===== src/rtl/iibs_pkg.sv =====
// ----------------------------------------------------------------------------
// iibs_pkg
// shared types and defaults for the integral image box sum block
// ----------------------------------------------------------------------------
package iibs_pkg;

  localparam int unsigned DEF_MAX_COLS = 64;
  localparam int unsigned DEF_MAX_ROWS = 64;

  localparam int unsigned VAL_W  = 20;  // integral value and box sum
  localparam int unsigned PIX_W  = 8;
  localparam int unsigned BOX_W  = 6;
  localparam int unsigned DIM_W  = 7;   // active_cols / active_rows registers
  localparam int unsigned IDX_W  = 1;   // config register index

  // config register indexes
  localparam logic [IDX_W-1:0] REG_ACTIVE_COLS = 1'b0;
  localparam logic [IDX_W-1:0] REG_ACTIVE_ROWS = 1'b1;

  // input item kinds
  localparam logic FUNC_LOAD  = 1'b0;
  localparam logic FUNC_QUERY = 1'b1;

  // one input item
  typedef struct packed {
    logic             func;
    logic [PIX_W-1:0] pixel;
    logic             start_frame;
    logic [BOX_W-1:0] box_x;
    logic [BOX_W-1:0] box_y;
    logic [BOX_W-1:0] box_w;
    logic [BOX_W-1:0] box_h;
  } item_t;

  // one result item
  typedef struct packed {
    logic [VAL_W-1:0] value;
    logic             out_of_range;
    logic             frame_complete;
  } res_t;

endpackage


===== src/rtl/iibs_ctrl.sv =====
// ----------------------------------------------------------------------------
// iibs_ctrl
// sequencer: raster load read-modify-write and four-corner query reads
// ----------------------------------------------------------------------------
module iibs_ctrl import iibs_pkg::*; #(
  parameter int unsigned MAX_COLS = DEF_MAX_COLS,
  parameter int unsigned MAX_ROWS = DEF_MAX_ROWS,
  parameter int unsigned AW       = $clog2(MAX_COLS * MAX_ROWS)
) (
  input  logic             clk_i,
  input  logic             rst_ni,
  // configuration
  input  logic             cfg_we_i,
  input  logic [IDX_W-1:0] cfg_idx_i,
  input  logic [DIM_W-1:0] cfg_wdata_i,
  // item side
  input  logic             item_valid_i,
  output logic             item_ready_o,
  input  item_t            item_i,
  // result side
  output logic             res_valid_o,
  input  logic             res_take_i,
  output res_t             res_o,
  // memory port
  output logic             mem_en_o,
  output logic             mem_we_o,
  output logic [AW-1:0]    mem_addr_o,
  output logic [VAL_W-1:0] mem_wdata_o,
  input  logic [VAL_W-1:0] mem_rdata_i
);

  localparam int unsigned CW   = $clog2(MAX_COLS);
  localparam int unsigned RW   = $clog2(MAX_ROWS);
  localparam int unsigned CDW  = ($clog2(MAX_COLS + 1) > DIM_W) ? $clog2(MAX_COLS + 1) : DIM_W;
  localparam int unsigned RDW  = ($clog2(MAX_ROWS + 1) > DIM_W) ? $clog2(MAX_ROWS + 1) : DIM_W;
  localparam int unsigned SUMW = BOX_W + 1;

  typedef enum logic [3:0] {
    ST_IDLE, ST_LD_RD, ST_LD_WR,
    ST_Q_RD0, ST_Q_RD1, ST_Q_RD2, ST_Q_RD3, ST_Q_LAST,
    ST_RES
  } state_e;

  state_e           state_q;
  logic [DIM_W-1:0] active_cols_q, active_rows_q;
  logic             frame_valid_q;
  logic [CW-1:0]    col_q;
  logic [RW-1:0]    row_q;
  logic [VAL_W-1:0] rsum_q;
  logic [PIX_W-1:0] pixel_q;
  logic [CW-1:0]    qx_q, qxr_q;
  logic [RW-1:0]    qy_q, qyb_q;
  logic [VAL_W-1:0] acc_q;
  res_t             res_q;

  logic [CDW-1:0]   cols_eff;
  logic [RDW-1:0]   rows_eff;
  logic [SUMW-1:0]  xr_sum, yb_sum;
  logic             q_refuse;
  logic [VAL_W-1:0] rsum_new, load_val;
  logic             col_wrap, row_wrap;

  function automatic logic [AW-1:0] addr_of(input logic [RW-1:0] r, input logic [CW-1:0] c);
    addr_of = AW'(AW'(r) * AW'(MAX_COLS) + AW'(c));
  endfunction

  // register values clamped to 1..max
  always_comb begin
    if (active_cols_q == '0) begin
      cols_eff = CDW'(1);
    end else if (CDW'(active_cols_q) > CDW'(MAX_COLS)) begin
      cols_eff = CDW'(MAX_COLS);
    end else begin
      cols_eff = CDW'(active_cols_q);
    end
    if (active_rows_q == '0) begin
      rows_eff = RDW'(1);
    end else if (RDW'(active_rows_q) > RDW'(MAX_ROWS)) begin
      rows_eff = RDW'(MAX_ROWS);
    end else begin
      rows_eff = RDW'(active_rows_q);
    end
  end

  assign xr_sum   = SUMW'(item_i.box_x) + SUMW'(item_i.box_w);
  assign yb_sum   = SUMW'(item_i.box_y) + SUMW'(item_i.box_h);
  assign q_refuse = !frame_valid_q || (CDW'(xr_sum) >= cols_eff) || (RDW'(yb_sum) >= rows_eff);

  assign rsum_new = ((col_q == '0) ? '0 : rsum_q) + VAL_W'(pixel_q);
  assign load_val = rsum_new + ((row_q != '0) ? mem_rdata_i : '0);
  assign col_wrap = (CDW'(col_q) + CDW'(1)) >= cols_eff;
  assign row_wrap = (RDW'(row_q) + RDW'(1)) >= rows_eff;

  // memory access per state
  always_comb begin
    mem_en_o    = 1'b0;
    mem_we_o    = 1'b0;
    mem_addr_o  = addr_of(row_q, col_q);
    mem_wdata_o = load_val;
    case (state_q)
      ST_LD_RD: begin
        mem_en_o   = (row_q != '0);
        mem_addr_o = addr_of(row_q - RW'(1), col_q);
      end
      ST_LD_WR: begin
        mem_en_o = 1'b1;
        mem_we_o = 1'b1;
      end
      ST_Q_RD0: begin
        mem_en_o   = 1'b1;
        mem_addr_o = addr_of(qyb_q, qxr_q);
      end
      ST_Q_RD1: begin
        mem_en_o   = 1'b1;
        mem_addr_o = addr_of(qy_q, qx_q);
      end
      ST_Q_RD2: begin
        mem_en_o   = 1'b1;
        mem_addr_o = addr_of(qy_q, qxr_q);
      end
      ST_Q_RD3: begin
        mem_en_o   = 1'b1;
        mem_addr_o = addr_of(qyb_q, qx_q);
      end
      default: ;
    endcase
  end

  always_ff @(posedge clk_i or negedge rst_ni) begin
    if (!rst_ni) begin
      state_q       <= ST_IDLE;
      active_cols_q <= DIM_W'(64);
      active_rows_q <= DIM_W'(64);
      frame_valid_q <= 1'b0;
      col_q         <= '0;
      row_q         <= '0;
      rsum_q        <= '0;
    end else begin
      if (cfg_we_i) begin
        frame_valid_q <= 1'b0;
        case (cfg_idx_i)
          REG_ACTIVE_COLS: active_cols_q <= cfg_wdata_i;
          REG_ACTIVE_ROWS: active_rows_q <= cfg_wdata_i;
          default: ;
        endcase
      end
      case (state_q)
        ST_IDLE: begin
          if (item_valid_i) begin
            if (item_i.func == FUNC_LOAD) begin
              pixel_q <= item_i.pixel;
              if (item_i.start_frame) begin
                col_q <= '0;
                row_q <= '0;
              end
              state_q <= ST_LD_RD;
            end else begin
              qx_q  <= CW'(item_i.box_x);
              qy_q  <= RW'(item_i.box_y);
              qxr_q <= CW'(xr_sum);
              qyb_q <= RW'(yb_sum);
              if (q_refuse) begin
                res_q   <= '{value: '0, out_of_range: 1'b1, frame_complete: 1'b0};
                state_q <= ST_RES;
              end else begin
                state_q <= ST_Q_RD0;
              end
            end
          end
        end
        ST_LD_RD: state_q <= ST_LD_WR;
        ST_LD_WR: begin
          rsum_q <= rsum_new;
          res_q  <= '{value: load_val, out_of_range: 1'b0,
                      frame_complete: col_wrap && row_wrap};
          if (col_wrap) begin
            col_q <= '0;
            if (row_wrap) begin
              row_q         <= '0;
              frame_valid_q <= 1'b1;
            end else begin
              row_q <= row_q + RW'(1);
            end
          end else begin
            col_q <= col_q + CW'(1);
          end
          state_q <= ST_RES;
        end
        ST_Q_RD0: state_q <= ST_Q_RD1;
        ST_Q_RD1: begin
          acc_q   <= mem_rdata_i;
          state_q <= ST_Q_RD2;
        end
        ST_Q_RD2: begin
          acc_q   <= acc_q + mem_rdata_i;
          state_q <= ST_Q_RD3;
        end
        ST_Q_RD3: begin
          acc_q   <= acc_q - mem_rdata_i;
          state_q <= ST_Q_LAST;
        end
        ST_Q_LAST: begin
          res_q   <= '{value: acc_q - mem_rdata_i, out_of_range: 1'b0, frame_complete: 1'b0};
          state_q <= ST_RES;
        end
        ST_RES: begin
          if (res_take_i) begin
            state_q <= ST_IDLE;
          end
        end
        default: state_q <= ST_IDLE;
      endcase
    end
  end

  assign item_ready_o = (state_q == ST_IDLE);
  assign res_valid_o  = (state_q == ST_RES);
  assign res_o        = res_q;

endmodule


===== config.mk =====
export PLATFORM = sky130hd
export DESIGN_NAME = iibs_ctrl
export DESIGN_NICKNAME = d
export VERILOG_FILES = /design/src/rtl/iibs_pkg.sv /design/src/rtl/iibs_ctrl.sv
export SDC_FILE = /design/constraint.sdc
export NUM_CORES = 1
export LEC_CHECK = 0
export BUFFER_PORTS_ARGS = -buffer_cell sky130_fd_sc_hd__buf_2
export CORE_MARGIN = 2
export CORE_UTILIZATION = 60
export CTS_CLUSTER_DIAMETER = 40
export DETAILED_ROUTE_END_ITERATION = 10
export PLACE_DENSITY = 0.82
export SKIP_CTS_REPAIR_TIMING = 1
export SYNTH_ARGS = -nofsm -noshare
export SYNTH_HDL_FRONTEND = slang
export SYNTH_SLANG_ARGS = --single-unit

===== constraint.sdc =====
create_clock -name clk_i -period 10.2 [get_ports clk_i]
set_input_delay 2.04 -clock clk_i [delete_from_list [all_inputs] [get_ports clk_i]]
set_output_delay 2.04 -clock clk_i [all_outputs]
set_load 0.01 [all_outputs]

Word-level counts from Yosys, hierarchy flattened. Cells that the tools add are included.

Bits in latches: 0. Output and inout port bits: 58. Memories kept: 0. Bits in read-only memories: 0. Memory bits (writable): 0. Logic and storage cells: 110. Register bits: 125. Input port bits: 67.

Div/mod/pow operators: 0. Equal/unequal tests: 15. Multiplexer cells: 31. Reduce and logical (&&, ||, !) cells: 23. Bitwise logic cells: 2. Add/subtract/negate cells: 17. Shifts and indexed selects: 0. $mul: 0. Magnitude comparators: 6.

Operator list (count): $add A12 B6 Y12 (6); $mux W22 (3); $pmux W22 S3 (1); $pmux W12 S5 (1); $pmux W20 S3 (1); $add A20 B20 Y20 (2); $mux W20 (2); $mux W6 (6); $pmux W4 S8 (1); $ge A7 B7 Y1 (4); $mux W7 (4); $pmux W6 S2 (2); $add A20 B8 Y20 (1); $sub A20 B20 Y20 (1); $eq A4 B3 Y1 const B (4); $mux W4 (4); $add A6 B1 Y7 const B (2); $add A6 B6 Y7 (2); $gt A7 B7 Y1 const B (2); $logic_not A7 Y1 (2); $add A6 B1 Y6 const B (2); $reduce_and A4 Y1 (3); $reduce_and A5 Y1 (2); $eq A4 B2 Y1 const B (2); 19 further kinds (34).

Logic depth before layout (Yosys ltp).
Depth in word-level cells: 10. Depth in mapped cells: 28. Depth with buffers taken out: 26.

Worst setup path after synthesis. OpenSTA, ideal clock, no wires.

Path type: reg2out. Start point: reg col_q[0]. End point: out mem_wdata_o[19]. Setup slack: 2.892 ns. Path buffers: 2. Data required time: 8.160 ns. Cell stages (with the launch flop): 28. Data arrival time: 5.268 ns. Path through: dfrtp_1 inv_1 ha_1 nand2b_1 or4_1 clkbuf_1 and2_1 ha_1 fa_1 a21o_1 a21oi_1 o21bai_1 a21oi_1 o21bai_1 a21o_1 clkbuf_1 nand3_1 xor2_1 nor2_1 ha_1 nand2_1 o21ai_0 nor3_1 a211o_1 o21a_1 o21ai_0 xor2_1 xnor2_1.

Cells in the longest elaborated chain, start to end: 4.

RTL lines: from (decl) (RTL line iibs_ctrl.sv:47) `logic [CW-1:0] col_q;`; from (signal assigned) (RTL line iibs_ctrl.sv:185) `col_q <= col_q + CW'(1);`; $logic_not A6 Y1 (RTL line iibs_ctrl.sv:89) `assign rsum_new = ((col_q == '0) ? '0 : rsum_q) + VAL_W'(pixel_q);`; $mux W20 (RTL line iibs_ctrl.sv:89); $add A20 B8 Y20 (RTL line iibs_ctrl.sv:89); via rsum_new[10] (RTL line iibs_ctrl.sv:60) `logic [VAL_W-1:0] rsum_new, load_val;`; $add A20 B20 Y20 (RTL line iibs_ctrl.sv:90) `assign load_val = rsum_new + ((row_q != '0) ? mem_rdata_i : '0);`; to (decl) (RTL line iibs_ctrl.sv:28) `output logic [VAL_W-1:0] mem_wdata_o,`.

The timed path passes the listed nets, and every way through them passes these cells.

Final worst setup path. Ends and elaborated chain as after synthesis.

==> impl_results.md <==
- Clock Sinks: around 130
- Netlist Area Pre-Place: just over 10000 sq um
- Via density: 6.23
- Seq/Total Area, Yosys: a little over a third
- Initial antenna violation count: 0
- Fillers: 1266
- Clk slew on worst S/H paths: 0.06 ns
- Synth cell types: 75
- RR Startpoint: col_q[0]$_DFFE_PN0P_
- Syn nets: 1276
- Wire length of the first global-routing pass: 43000 microns
- CP Class: flop to output port
- Pleak: between 5 and 6 nW
- Clk buf depth: 2
- Later-pin clock latency in the skew report: between 0.4 and 0.5 ns
- GPL Wtd Cong: approximately 0.95
- Maximum vdd drop: about 0.00017 V
- IO Pins: 125
- Final WL: approximately 27000 microns
- Setup slack, reg-to-reg: approximately 3.9 ns
- Die H: between 100 and 150 microns
- Total power: about 2.8 mW
- Synth warn: 0
- Hold Crit Class: flop to flop
- HPWL Detailed: roughly 20000 microns
- Share of post-route cells with drive strength above 1: between 15 and 20%
- WHS: 0.467 ns
- Drt drc: 0
- Crit-path max FO: 13
- Die Width: 134 microns
- Final Slew Violations: 0
- Final clock skew: between 0.007 and 0.008 ns
- Post-synth ARST share: 40.8%
- Reg area: between 3000 and 4000 sq um
- Core Util, Final: a little under 70%
- P per Cell Area: roughly 250 nW/um^2
- Initial drt markers: between 800 and 900
- Hold Crit Endpoint: rsum_q[5]$_DFFE_PN0P_
- DR WL/cell: ~19 microns
- Status: complete, no violations
- Reg2Reg Depth: 26
- Cell count after synthesis: around 1100
- Total gr overflow: 0
- Largest net degree at the start of global routing: 56
- Hold depth: 2
- Dpl cells: 1400
- FF-to-FF End: res_o[21]$_DFFE_PP_
- Most frequent cells in the layout: buf_2, ha_1, nand2_1, edfxtp_1
- Vias in the first global route: 8509
- # rows: 47
- Hold Startpoint: rsum_q[5]$_DFFE_PN0P_
- Fin crit period: about 8.5 ns
- CTS buffer count: 17
- Slew HR: 24.9%
- Overall via count from detail_route: around 8900
- Port bufs: 124
- Worst Path Arrival: roughly 6.5 ns
- Yosys reg bits: approximately 130
- Antenna Cells: 0
- Final setup violation count: 0
- Primary FF master, synth: edfxtp_1
- Non-Filler Instances: approximately 1400
- Max_cap viols: 0
- Setup TNS: 0 ns
- # nets final: 1382
- Initial Util: 61.1%
- Hold Fails Final Rpt: 0
- Area grow syn2layout: 13.7%
- Drt first pass iters: 6
- CTS tree: yes
- Post-route antenna net violation count: 0
- Multi-input gate area: between 6000 and 7000 sq um
- Crit path capture type: output port
- Worst EP required: around 8.2 ns
- RSZ-0062 raised after global routing: false
- Crit path launch type: flop
- Worst-margin pin slew: approximately 1.1 ns
- H-tree depth: 4
- Tcrit/Tclk final: 83.5%
- Root buf cell: clkbuf_16
- Core area: about 16000 sq um
- Post-synth EDFFs: between 70 and 80
- Max Freq: 117 MHz
- Synthesized area per cell: 9.21 sq um
- Full die area: between 15000 and 20000 sq um
- Most common library cell in the layout ignoring fill and taps: buf_2
- GRT Util Overall: a little under a third
-- routing by layer --
metal,GRT usage [%],wire [microns]
met1,39.7,11200
met4,12.8,879
met2,49.7,12600
met5,0,0
met3,7.19,2250
-- through the flow --
stage | cell area, sq um | setup slack [ns]
finish | 11400 | 1.69
global route | 11400 | 1.25
CTS | 11400 | 1.76
detailed placement | 10800 | 2.25
global placement | 10800 | 2.47
floorplan | 10100 | 2.89
-- flip-flops by register name, indices dropped and copies added, names as in the netlist, 7 cells and up --
name and cells:
res_o 22, acc_q 20, active_rows_q 7, active_cols_q 7, rsum_q 20, pixel_q 8
-- area by class of cell --
cell class,count,share of cell area (%)
multi-input cells,854,53.6
flip-flops and latches,125,30.6
repair buffers,129,5.75
clock buffers,17,3.72
well taps,220,2.41
inverters,72,2.36
clock inverters,15,1.54
-- power breakdown --
part	total, mW	leakage, nW	switching [mW]	internal, mW
logic	1.43	3.59	0.877	0.555
registers	0.744	1.34	0.0835	0.661
clock network	0.631	0.297	0.261	0.369
total	2.81	5.23	1.22	1.58
-- synthesized netlist by cell type (5+ instances only) --
library cell,instances,share of area [%]
a211oi_1,5,0.37
clkbuf_1,39,1.5
o221ai_1,6,0.52
a221o_1,11,1.1
o21a_1,7,0.52
xnor2_1,55,4.8
a21oi_1,72,3.6
nand3_1,24,1.2
o22ai_1,8,0.50
and2_1,29,1.8
ha_1,110,14
nor2b_1,12,0.75
o21ai_1,5,0.25
fa_1,6,1.2
xor2_1,22,1.9
and3_1,9,0.56
a32o_1,5,0.50
a31oi_1,9,0.56
mux2_2,15,1.7
a22o_1,14,1.2
a31o_2,5,0.44
nor2_1,70,2.6
nor3_1,20,0.99
nand4_1,5,0.31
o211ai_1,5,0.37
edfxtp_1,74,22
or3_1,5,0.31
dfrtp_1,49,12
nand2b_1,23,1.4
nand2_1,102,3.8
o21ai_0,66,3.3
a222oi_1,9,0.90
o21bai_1,15,1.1
o31ai_1,13,0.97
inv_1,72,2.7
a21o_1,37,2.8
-- cell families after synthesis --
| group | share of synthesized area [%] |
|---|---|
| flops | 34.8 |
| xor+xnor | 6.70 |
| simple gates | 14.8 |
| compound gates | 22.6 |
| mux | 1.88 |
| buf+inv | 4.34 |
| fa+ha+maj | 14.9 |
-- worst max-delay path by stage --
stage | from | endpoint | slack (ns)
6_report | col_q[0]$_DFFE_PN0P_ | mem_wdata_o[19] | 1.69
5_1_grt | col_q[0]$_DFFE_PN0P_ | mem_wdata_o[19] | 1.25
4_1_cts | col_q[0]$_DFFE_PN0P_ | mem_wdata_o[19] | 1.76
3_5_place_dp | col_q[0]$_DFFE_PN0P_ | mem_wdata_o[19] | 2.25
3_3_place_gp | col_q[0]$_DFFE_PN0P_ | mem_wdata_o[19] | 2.47
2_1_floorplan | col_q[0]$_DFFE_PN0P_ | mem_wdata_o[19] | 2.89
-- critical path: stages (launching register included) --
cell	delay, ns
dfrtp_1	0.45
inv_1	0.11
ha_1	0.14
nand2b_1	0.09
or4_1	0.65
and2_1	0.28
ha_1	0.23
fa_1	0.41
a21o_1	0.18
a21oi_1	0.24
o21bai_1	0.10
a21oi_1	0.23
o21bai_1	0.09
a21o_1	0.30
nand3_1	0.17
xor2_1	0.15
nor2_1	0.05
ha_1	0.37
nand2_1	0.10
o21ai_0	0.28
nor3_1	0.08
a211o_1	0.32
o21a_1	0.22
o21ai_0	0.22
xor2_1	0.20
xnor2_1	0.17
buf_2	0.20
Power figures use the tool's default switching activity.
